### src/cnn_pkg.sv
// ----------------------------------------------------------------------------
// cnn_pkg
// Shared widths, codes and controller/datapath interface types for the
// condensed nearest neighbor prototype selector.
// ----------------------------------------------------------------------------
package cnn_pkg;

	localparam int FEAT_W    = 16;
	localparam int LABEL_W   = 4;
	localparam int SLOTS     = 4;
	localparam int SLOT_W    = 2;
	localparam int SUM_W     = 22;
	localparam int DIST_W    = 34;
	localparam int PROD_W    = 2 * FEAT_W;
	localparam int VEC_W     = SLOTS * FEAT_W;
	localparam int WORD_W    = VEC_W + LABEL_W;

	typedef logic [SLOTS-1:0][SUM_W-1:0] sum_vec_t;
	typedef logic [VEC_W-1:0]            feat_vec_t;

	// Source of the feature memory read address.
	typedef enum logic [1:0] {
		FSEL_ADDR,
		FSEL_SORT,
		FSEL_KORD
	} fsel_t;

	typedef struct packed {
		logic  load;
		logic  div_start;
		logic  cen_cap;
		logic  feat_rd;
		fsel_t fsel;
		logic  dist_start;
		logic  dist_wr;
		logic  dist_rd;
		logic  di_cap;
		logic  rank_clr;
		logic  rank_step;
		logic  j_before_i;
		logic  sort_wr;
		logic  sort_rd;
		logic  s_cap;
		logic  q_cap;
		logic  best_upd;
		logic  best_first;
		logic  korder_rd;
		logic  korder_wr;
		logic  seed;
		logic  emit;
		logic  last;
		logic  clear;
	} cmd_t;

	typedef struct packed {
		logic div_done;
		logic dist_done;
		logic s_kept;
		logic label_diff;
	} sts_t;

endpackage

### src/cnn_ctrl.sv
// ----------------------------------------------------------------------------
// cnn_ctrl
// Sequencer for load, centroid, ranking sort, condensing passes and
// result readout; holds the sample, kept and loop counters.
// ----------------------------------------------------------------------------
module cnn_ctrl import cnn_pkg::*; #(
	parameter int MAX_SAMPLES = 64,
	parameter int IW          = 6,
	parameter int CW          = 7
) (
	input  logic          clk,
	input  logic          arst_n,
	input  logic          start,
	input  logic          end_of_set,
	output logic          busy,
	output cmd_t          cmd,
	output logic [IW-1:0] addr,
	output logic [IW-1:0] waddr,
	output logic [CW-1:0] n,
	input  sts_t          sts
);

	typedef enum logic [4:0] {
		S_IDLE, S_DIVST, S_DIV,
		S_CD_RD, S_CD_ST, S_CD_WT,
		S_SR_RDI, S_SR_CAPI, S_SR_RDJ, S_SR_CMP, S_SR_WR,
		S_CN_SEED_RD, S_CN_SEED_WR, S_CN_RDS, S_CN_CHK, S_CN_LDQ,
		S_CN_RDK, S_CN_RDF, S_CN_DST, S_CN_DWT, S_CN_DEC,
		S_OUT_RDK, S_OUT_RDF, S_OUT_EMIT
	} state_t;

	state_t        state_q;
	logic [CW-1:0] cnt_q, kept_q, i_q, j_q;
	logic          added_q;
	logic [CW-1:0] i_nxt, j_nxt;
	logic          not_full;

	assign i_nxt    = i_q + CW'(1);
	assign j_nxt    = j_q + CW'(1);
	assign not_full = (cnt_q < CW'(MAX_SAMPLES));
	assign busy     = (state_q != S_IDLE);
	assign n        = cnt_q;

	always_comb begin
		cmd   = '0;
		addr  = i_q[IW-1:0];
		waddr = i_q[IW-1:0];
		case (state_q)
			S_IDLE: begin
				cmd.load = start && not_full;
				waddr    = cnt_q[IW-1:0];
			end
			S_DIVST:  cmd.div_start = 1'b1;
			S_DIV:    cmd.cen_cap = sts.div_done;
			S_CD_RD: begin
				cmd.feat_rd = 1'b1;
				cmd.fsel    = FSEL_ADDR;
			end
			S_CD_ST:  cmd.dist_start = 1'b1;
			S_CD_WT:  cmd.dist_wr = sts.dist_done;
			S_SR_RDI: cmd.dist_rd = 1'b1;
			S_SR_CAPI: begin
				cmd.di_cap   = 1'b1;
				cmd.rank_clr = 1'b1;
			end
			S_SR_RDJ: begin
				cmd.dist_rd = 1'b1;
				addr        = j_q[IW-1:0];
			end
			S_SR_CMP: begin
				cmd.rank_step  = 1'b1;
				cmd.j_before_i = (j_q < i_q);
			end
			S_SR_WR:  cmd.sort_wr = 1'b1;
			S_CN_SEED_RD: begin
				cmd.sort_rd = 1'b1;
				addr        = '0;
			end
			S_CN_SEED_WR: begin
				cmd.korder_wr = 1'b1;
				cmd.seed      = 1'b1;
				waddr         = '0;
			end
			S_CN_RDS: cmd.sort_rd = (i_q != cnt_q);
			S_CN_CHK: begin
				cmd.s_cap   = 1'b1;
				cmd.feat_rd = !sts.s_kept;
				cmd.fsel    = FSEL_SORT;
			end
			S_CN_LDQ: cmd.q_cap = 1'b1;
			S_CN_RDK, S_OUT_RDK: begin
				cmd.korder_rd = 1'b1;
				addr          = j_q[IW-1:0];
			end
			S_CN_RDF, S_OUT_RDF: begin
				cmd.feat_rd = 1'b1;
				cmd.fsel    = FSEL_KORD;
			end
			S_CN_DST: cmd.dist_start = 1'b1;
			S_CN_DWT: begin
				cmd.best_upd   = sts.dist_done;
				cmd.best_first = (j_q == '0);
			end
			S_CN_DEC: begin
				cmd.korder_wr = sts.label_diff && (kept_q < CW'(MAX_SAMPLES));
				waddr         = kept_q[IW-1:0];
			end
			S_OUT_EMIT: begin
				cmd.emit  = 1'b1;
				cmd.last  = (j_nxt == kept_q);
				cmd.clear = (j_nxt == kept_q);
			end
			default: cmd = '0;
		endcase
	end

	always_ff @(posedge clk or negedge arst_n) begin
		if (!arst_n) begin
			state_q <= S_IDLE;
			cnt_q   <= '0;
			kept_q  <= '0;
			i_q     <= '0;
			j_q     <= '0;
			added_q <= 1'b0;
		end else begin
			case (state_q)
				S_IDLE: begin
					if (start) begin
						if (not_full) begin
							cnt_q <= cnt_q + CW'(1);
						end
						if (end_of_set) begin
							state_q <= S_DIVST;
						end
					end
				end
				S_DIVST: state_q <= S_DIV;
				S_DIV: begin
					if (sts.div_done) begin
						i_q     <= '0;
						state_q <= S_CD_RD;
					end
				end
				S_CD_RD: state_q <= S_CD_ST;
				S_CD_ST: state_q <= S_CD_WT;
				S_CD_WT: begin
					if (sts.dist_done) begin
						if (i_nxt == cnt_q) begin
							i_q     <= '0;
							state_q <= S_SR_RDI;
						end else begin
							i_q     <= i_nxt;
							state_q <= S_CD_RD;
						end
					end
				end
				S_SR_RDI: state_q <= S_SR_CAPI;
				S_SR_CAPI: begin
					j_q     <= '0;
					state_q <= S_SR_RDJ;
				end
				S_SR_RDJ: state_q <= S_SR_CMP;
				S_SR_CMP: begin
					j_q     <= j_nxt;
					state_q <= (j_nxt == cnt_q) ? S_SR_WR : S_SR_RDJ;
				end
				S_SR_WR: begin
					if (i_nxt == cnt_q) begin
						state_q <= S_CN_SEED_RD;
					end else begin
						i_q     <= i_nxt;
						state_q <= S_SR_RDI;
					end
				end
				S_CN_SEED_RD: state_q <= S_CN_SEED_WR;
				S_CN_SEED_WR: begin
					kept_q  <= CW'(1);
					added_q <= 1'b0;
					i_q     <= CW'(1);
					state_q <= S_CN_RDS;
				end
				S_CN_RDS: begin
					if (i_q == cnt_q) begin
						if (added_q) begin
							added_q <= 1'b0;
							i_q     <= CW'(1);
						end else begin
							j_q     <= '0;
							state_q <= S_OUT_RDK;
						end
					end else begin
						state_q <= S_CN_CHK;
					end
				end
				S_CN_CHK: begin
					if (sts.s_kept) begin
						i_q     <= i_nxt;
						state_q <= S_CN_RDS;
					end else begin
						j_q     <= '0;
						state_q <= S_CN_LDQ;
					end
				end
				S_CN_LDQ: state_q <= S_CN_RDK;
				S_CN_RDK: state_q <= S_CN_RDF;
				S_CN_RDF: state_q <= S_CN_DST;
				S_CN_DST: state_q <= S_CN_DWT;
				S_CN_DWT: begin
					if (sts.dist_done) begin
						j_q     <= j_nxt;
						state_q <= (j_nxt == kept_q) ? S_CN_DEC : S_CN_RDK;
					end
				end
				S_CN_DEC: begin
					if (sts.label_diff && (kept_q < CW'(MAX_SAMPLES))) begin
						kept_q  <= kept_q + CW'(1);
						added_q <= 1'b1;
					end
					i_q     <= i_nxt;
					state_q <= S_CN_RDS;
				end
				S_OUT_RDK: state_q <= S_OUT_RDF;
				S_OUT_RDF: state_q <= S_OUT_EMIT;
				S_OUT_EMIT: begin
					if (j_nxt == kept_q) begin
						cnt_q   <= '0;
						kept_q  <= '0;
						i_q     <= '0;
						j_q     <= '0;
						state_q <= S_IDLE;
					end else begin
						j_q     <= j_nxt;
						state_q <= S_OUT_RDK;
					end
				end
				default: state_q <= S_IDLE;
			endcase
		end
	end

	a_kept_le_cnt: assert property (@(posedge clk) disable iff (!arst_n)
		kept_q <= cnt_q) else $error("kept count exceeds sample count");

	a_cnt_le_max: assert property (@(posedge clk) disable iff (!arst_n)
		cnt_q <= CW'(MAX_SAMPLES)) else $error("sample count beyond capacity");

	a_i_le_cnt: assert property (@(posedge clk) disable iff (!arst_n)
		i_q <= cnt_q) else $error("sample index beyond sample count");

endmodule
### config.mk
export PLATFORM = sky130hd
export DESIGN_NAME = cnn_ctrl
export DESIGN_NICKNAME = d
export VERILOG_FILES = /design/src/cnn_pkg.sv /design/src/cnn_ctrl.sv
export SDC_FILE = /design/constraint.sdc
export NUM_CORES = 1
export LEC_CHECK = 0
export ABC_CLOCK_PERIOD_IN_PS = 4850
export BUFFER_PORTS_ARGS = -buffer_cell sky130_fd_sc_hd__buf_2
export CAP_MARGIN = 10
export CORE_ASPECT_RATIO = 1.4
export CORE_MARGIN = 3
export CORE_UTILIZATION = 50
export CTS_CLUSTER_SIZE = 30
export DETAILED_ROUTE_END_ITERATION = 6
export GPL_TIMING_DRIVEN = 0
export PLACE_DENSITY_LB_ADDON = 0.25
export SLEW_MARGIN = 15
export SYNTH_ARGS = -nofsm -noshare
export SYNTH_HDL_FRONTEND = slang
export SYNTH_SLANG_ARGS = --single-unit
export TNS_END_PERCENT = 5
### constraint.sdc
create_clock -name clk -period 4.85 [get_ports clk]
set_input_delay 0.2425 -clock clk [delete_from_list [all_inputs] [get_ports clk]]
set_output_delay 0.2425 -clock clk [all_outputs]
set_load 0.02 [all_outputs]
==> results.sh, run 1 <==
export IMPL_status="finished clean"
export IMPL_slew_headroom_pct=47.1
export IMPL_worstPathArrival_ns=3.03
export IMPL_max_freq_mhz=305
export IMPL_skew_ns=0.00345
export IMPL_cts_tree="yes"
export IMPL_synth_warnings=0
export IMPL_r2r_end="state_q[0]"
export IMPL_fin_crit_ns=3.28
export IMPL_netlist_area_sq_um=3430
export IMPL_cts_buffers=5
export IMPL_r2r_cells=8
export IMPL_synth_simple_area_share_pct=26.6
export IMPL_grtUsageMet1_pct=32.4
export IMPL_syn_avg_cell_area_sq_um=7.97
export IMPL_final_period_utilization_pct=67.6
export IMPL_dpl_worst_slack_ns=1.87
export IMPL_grt_pass1_vias=3561
export IMPL_via_per_inst=6.27
export IMPL_grt_pass1_wl_um=17900
export IMPL_yosys_area_top_type_share_pct=24.8
export IMPL_synth_adder_area_share_pct=4.01
export IMPL_cts_root_buf="clkbuf_8"
export IMPL_hold_path_class="primary input to asynchronous set/reset pin"
export IMPL_p_leak_nw=1.76
export IMPL_synth_compound_area_share_pct=25.7
export IMPL_grt_max_degree=35
export IMPL_layout_common_cells="buf_2 (61), nand2_1 (36), dfrtp_1 (34)"
export IMPL_cts_sinks=34
export IMPL_antenna_found_initial=0
export IMPL_antenna_cells=0
export IMPL_syn_instance_count=431
export IMPL_worst_pin_slew_ns=0.794
export IMPL_ys_ff_latch=34
export IMPL_post_cts_resized=0
export IMPL_clock_latency_ns=0.30
export IMPL_initial_core_util_pct=51.9
export IMPL_ios=53
export IMPL_report_final_setup_viol=0
export IMPL_place_hpwl_um=8700
export IMPL_fillerInstances=626
export IMPL_coreArea_sq_um=6610
export IMPL_synth_edf_count=0
export IMPL_tns_ns=0
export IMPL_cellPowerDensity_nw_per_um2=587
export IMPL_ctsHoldBuffers=0
export IMPL_timing_final_ws_setup_ns=1.57
export IMPL_drc=0
export IMPL_r2r_start="j_q[1]"
export IMPL_wl_um=11300
export IMPL_ys_types=74
export IMPL_busiest_layer="met2"
export IMPL_rows=35
export IMPL_routedWlPerCell_um=19.4
export IMPL_cp_end_kind="primary output"
export IMPL_die_area_sq_um=7910
export IMPL_crit_type="flip-flop to primary output"
export IMPL_gr_total_overflow=0
export IMPL_syn_num_nets=450
export IMPL_rsz0062_at_grt="no"
export IMPL_irDropWorstVdd_v=0.000268
export IMPL_cts_setup_buffers=0
export IMPL_syn_to_final_growth_pct=13.7
export IMPL_drive_above_1_share_pct=21.8
export IMPL_fp_dieW_um=76.0
export IMPL_final_hold_violation_count=0
export IMPL_max_clock_path_buffers=2
export IMPL_io_buffers=52
export IMPL_start_kind="flip-flop"
export IMPL_firstDrtPassIters=5
export IMPL_drtIter0Drc=363
export IMPL_ys_top_cells_by_area="dfrtp_1 (25%), xnor2_1 (4.6%), ha_1 (4.0%)"
export IMPL_grtUsageMet2_pct=48.7
export IMPL_maxCapViolations=0
export IMPL_grtUsageMet3_pct=4.33
export IMPL_synth_top_family_by_area="simple AND/OR/NAND/NOR gates"
export IMPL_die_y_um=104
export IMPL_vias=3654
export IMPL_synth_mux_area_share_pct=1.35
export IMPL_gr_usage_all_layers_pct=27.9
export IMPL_ant_nets=0
export IMPL_total_power_mw=2.29
export IMPL_cts_clk_slew_worst_paths_ns=0.07
export IMPL_synth_top_flop_cell="dfrtp_1"
export IMPL_cp_required_ns=4.61
export IMPL_layout_commonest_cell="buf_2"
export IMPL_h_tree_depth=2
export IMPL_nets=509
export IMPL_r2r_setup_slack_ns=1.83
export IMPL_synth_async_sr_flop_share_pct=100
export IMPL_synth_xor_area_share_pct=9.11
export IMPL_yosysSeqAreaShare_pct=24.8
export IMPL_slew_viol_final=0
export IMPL_globalplace_congestion=0.985
export IMPL_synth_top_area_cell="dfrtp_1"
export IMPL_path_max_fanout=9
-- stage by stage --
step / std cells / hold slack, ns / util [%] / cell area [sq um]
detailed placement: 575 / 0.363 / 57.6 / 3810
finish: 583 / 0.0241 / 59.1 / 3910
CTS: 583 / 0.0561 / 59.0 / 3900
global placement: 575 / 0.360 / 57.6 / 3810
floorplan: 431 / -0.0531 / - / 3430
global route: 583 / 0.0752 / 59.1 / 3910
-- synth_stat cells, types with 3 or more instances --
cell / instances
a22o_1: 6
o21ai_0: 16
xor2_1: 14
nand2b_1: 6
o211ai_1: 4
buf_6: 3
xnor2_1: 18
inv_1: 26
buf_1: 3
o31ai_1: 3
a211oi_1: 9
nand2_1: 36
ha_1: 11
a21o_1: 5
o2bb2ai_1: 5
clkbuf_1: 12
or3_1: 7
a21oi_1: 26
nand3_1: 14
o22ai_1: 8
dfrtp_1: 34
a222oi_1: 6
buf_4: 8
nor3_1: 21
and3_1: 8
nand3b_1: 3
a31oi_1: 4
nor2_1: 33
nor3b_1: 3
nor2b_1: 7
nand4_1: 7
or2_2: 3
buf_2: 9
nor4_1: 4
-- how the worst max path moves through the flow --
stage	slack, ns	endpoint	from	depth (start not counted)
6_report	1.57	cmd[1]	j_q[1]	9
5_1_grt	1.45	cmd[1]	j_q[1]	9
4_1_cts	1.60	cmd[1]	j_q[1]	9
3_5_place_dp	1.87	state_q[0]	j_q[1]	8
3_3_place_gp	1.87	state_q[0]	j_q[1]	8
2_1_floorplan	2.34	cmd[1]	j_q[0]	9
-- cell type report --
cell class	instances	area, sq um	area share (%)
inverters	26	97.6	2.50
repair buffers	52	260	6.66
plain buffers	35	195	5.00
well taps	92	115	2.95
clock buffers	7	86.3	2.21
clock inverters	1	5.00	0.128
multi-input cells	336	2290	58.8
flip-flops and latches	34	851	21.8
-- cell families after synthesis --
| group | Yosys count |
|---|---|
| and+or+nand+nor | 170 |
| DFF | 34 |
| adders and majority gates | 11 |
| muxes | 4 |
| xor gates and xnor gates | 34 |
| buffers and inverters | 61 |
| AOI/OAI and AO/OA | 117 |
-- metal layers --
| metal | wire, um | vias to the layer above |
|---|---|---|
| met4 | 497 | 0 |
| met1 | 4310 | 1716 |
| met5 | 0 | - |
| met2 | 5680 | 207 |
| met3 | 827 | 43 |
| li1 | - | 1688 |
-- critical path, cell delays in order, from the launching register on --
cell	delay [ns]
dfrtp_1	0.49
ha_1	0.37
nand3_1	0.18
xor2_1	0.36
o221ai_1	0.22
a2111oi_4	0.44
nand3_2	0.28
inv_1	0.14
buf_4	0.11
buf_2	0.15
-- sequential cells by signal, indices dropped and copies added, names as in the netlist --
name     cells
added_q      1
i_q          7
j_q          7
kept_q       7
n            7
state_q      5
-- power by group --
part / internal, mW / switching, mW
Combinational: 0.580 / 1.03
Clock: 0.115 / 0.112
Sequential: 0.353 / 0.105
(Power assumes the default switching activity.)
==> run 2: changes to the inputs <==
--- a/config.mk
+++ b/config.mk
@@ -5,7 +5,7 @@
 export SDC_FILE = /design/constraint.sdc
 export NUM_CORES = 1
 export LEC_CHECK = 0
-export ABC_CLOCK_PERIOD_IN_PS = 4850
+export ABC_CLOCK_PERIOD_IN_PS = 3000
 export BUFFER_PORTS_ARGS = -buffer_cell sky130_fd_sc_hd__buf_2
 export CAP_MARGIN = 10
 export CORE_ASPECT_RATIO = 1.4
==> constraint.sdc (replaced) <==
create_clock -name clk -period 3 [get_ports clk]
set_input_delay 0.15 -clock clk [delete_from_list [all_inputs] [get_ports clk]]
set_output_delay 0.15 -clock clk [all_outputs]
set_load 0.02 [all_outputs]
==> run 2 against run 1 <==
Sequential power increased by 61%. Combinational power increased by 71%. Routed wire length increased by 1.0%. Global-route usage increased by 0.17 points. Via count increased by 1.1%. Register-to-register slack got worse by 1.8 ns. Final cell count increased by 0.86%. Critical path depth increased by 1. Cell area increased by 1.8%.
==> results.sh, run 2 (synthesis gave the netlist of run 1 again) <==
export IMPL_crit_family="compound AO/OA/AOI/OAI gates"
export IMPL_max_clock_path_buffers=2
export IMPL_fp_dieW_um=76.0
export IMPL_drtIter0Drc=384
export IMPL_cts_sinks=34
export IMPL_r2r_cells=10
export IMPL_firstDrtPassIters=6
export IMPL_nets=514
export IMPL_worstHoldStart="sts[2]"
export IMPL_cp_required_ns=3.18
export IMPL_path_cells="buf_4 -> inv_1 -> ha_1 -> xnor2_1 -> o311ai_0 -> a2111oi_4 -> buf_4 -> nand2_2 -> or4_1 -> a31oi_1"
export IMPL_gr_usage_all_layers_pct=28.1
export IMPL_grt_max_degree=35
export IMPL_irDropWorstVdd_v=0.000429
export IMPL_grt_pass1_vias=3575
export IMPL_rows=35
export IMPL_crit_type="flip-flop to flip-flop"
export IMPL_r2r_setup_slack_ns=0.07
export IMPL_die_y_um=104
export IMPL_syn_to_final_growth_pct=15.7
export IMPL_start_kind="flip-flop"
export IMPL_seq_power_share_pct=19.1
export IMPL_dpl_worst_slack_ns=0.0164
export IMPL_tns_ns=0
export IMPL_gr_total_overflow=0
export IMPL_p_sw_share_pct=53.6
export IMPL_fin_area_sq_um=3970
export IMPL_antenna_cells=0
export IMPL_slew_viol_final=0
export IMPL_cts_root_buf="clkbuf_8"
export IMPL_cts_tree="yes"
export IMPL_clock_latency_ns=0.30
export IMPL_crit_buf_inv=3
export IMPL_coreArea_sq_um=6610
export IMPL_r2r_start="j_q[0]"
export IMPL_skew_ns=0.00548
export IMPL_maxCapViolations=0
export IMPL_routedWlPerCell_um=19.4
export IMPL_via_per_inst=6.28
export IMPL_max_freq_mhz=342
export IMPL_wl_um=11400
export IMPL_grt_pass1_wl_um=18000
export IMPL_final_hold_violation_count=0
export IMPL_p_leak_nw=1.79
export IMPL_ant_nets=0
export IMPL_ios=53
export IMPL_internal_power_mw=1.79
export IMPL_crit_path_frequent_cell="buf_4"
export IMPL_cts_buffers=5
export IMPL_h_tree_depth=2
export IMPL_holdPathStages=2
export IMPL_vias=3694
export IMPL_fin_crit_ns=2.93
export IMPL_cpPeakStageDelay_ns=0.54
export IMPL_final_period_utilization_pct=97.6
export IMPL_layout_commonest_cell="buf_2"
export IMPL_report_final_setup_viol=0
export IMPL_status="finished clean"
export IMPL_rsz0062_at_grt="yes"
export IMPL_drive_above_1_share_pct=23.4
export IMPL_placed_cell_area_sq_um=3810
export IMPL_place_hpwl_um=8700
export IMPL_drc=0
export IMPL_p_clk_share_pct=9.5
export IMPL_layout_common_cells="buf_2 (61), nand2_1 (36), dfrtp_1 (34)"
export IMPL_grtUsageMet1_pct=32.8
export IMPL_timing_final_ws_setup_ns=0.0730
export IMPL_holdPathEnd="state_q[4]"
export IMPL_path_max_fanout=8
export IMPL_p_switching_mw=2.07
export IMPL_hold_path_class="primary input to flip-flop"
export IMPL_initial_core_util_pct=51.9
export IMPL_cellPowerDensity_nw_per_um2=970
export IMPL_worst_pin_slew_ns=0.799
export IMPL_io_buffers=52
export IMPL_combPwrFrac_pct=71.3
export IMPL_r2r_end="state_q[2]"
export IMPL_fillerInstances=618
export IMPL_cts_clk_slew_worst_paths_ns=0.08
export IMPL_grtUsageMet2_pct=48.5
export IMPL_antenna_found_initial=0
export IMPL_worst_path_max_delay_cell="a2111oi_4"
export IMPL_busiest_layer="met2"
export IMPL_grtUsageMet3_pct=4.33
export IMPL_globalplace_congestion=0.985
export IMPL_die_area_sq_um=7910
export IMPL_slew_headroom_pct=46.7
export IMPL_cp_end_kind="flip-flop"
export IMPL_worstPathArrival_ns=3.11
[run 2: cell type report]
cell class / instances / area (sq um) / area share (%)
multi-input combinational: 336 / 2320 / 58.4
tap: 92 / 115 / 2.90
buffer: 35 / 196 / 4.94
clock inverter: 1 / 5.00 / 0.126
clock buffer: 7 / 86.3 / 2.17
sequential: 34 / 851 / 21.4
timing repair buffer: 57 / 300 / 7.56
inverter: 26 / 97.6 / 2.46
[run 2: stage by stage]
step	util, %	total power [mW]	hold slack [ns]	cells
2_1_floorplan	-	2.58	-0.146	431
3_3_place_gp	57.6	3.26	0.267	575
3_5_place_dp	57.6	3.28	0.270	575
4_1_cts	59.5	3.69	0.152	585
5_1_grt	60.1	4.05	0.165	588
6_report	60.1	3.85	0.156	588
[run 2: routing by layer]
layer  vias up  share of wire (%)  wire, um
met5         -                  0         0
met1      1718                 38      4320
met3        58                7.4       843
met2       222                 49      5650
met4         0                5.4       623
li1       1696                  -         -
[run 2: what timing repair did]
item                                    CTS  global route
endpoints found under the hold margin    34             0
pin swaps                                 1             2
resized for setup                         4             5
setup buffers                             1             3
endpoints found under the setup margin    8             7
hold buffers                              1             0
[run 2: power by group through the flow]
stage / Combinational, mW / Sequential, mW / Clock, mW
after global placement: 2.52 / 0.735 / 0
after detailed placement: 2.54 / 0.741 / 0
after floorplan: 1.87 / 0.716 / 0
after CTS: 2.59 / 0.733 / 0.362
final: 2.75 / 0.737 / 0.367
after global routing: 2.92 / 0.755 / 0.381
[run 2: worst reg2reg max path, delay by kind of cell, from the launching register on]
family / cells / cell delay [ns]
AND/OR/NAND/NOR: 2 / 0.48
XOR/XNOR: 1 / 0.17
buffers and inverters: 3 / 0.44
adder cells (fa/ha/maj): 1 / 0.36
AO/OA/AOI/OAI: 3 / 1.00
flip-flops: 1 / 0.36
[run 2: how the worst max path moves through the flow]
stage,startpoint,to,slack [ns],cells past startpoint
floorplan,j_q[0],i_q[0],0.58,9
global placement,j_q[1],state_q[0],0.02,8
detailed placement,j_q[1],state_q[0],0.02,8
CTS,j_q[0],cmd[1],-0.008,10
global route,j_q[0],cmd[1],-0.05,10
finish,j_q[0],state_q[2],0.07,10
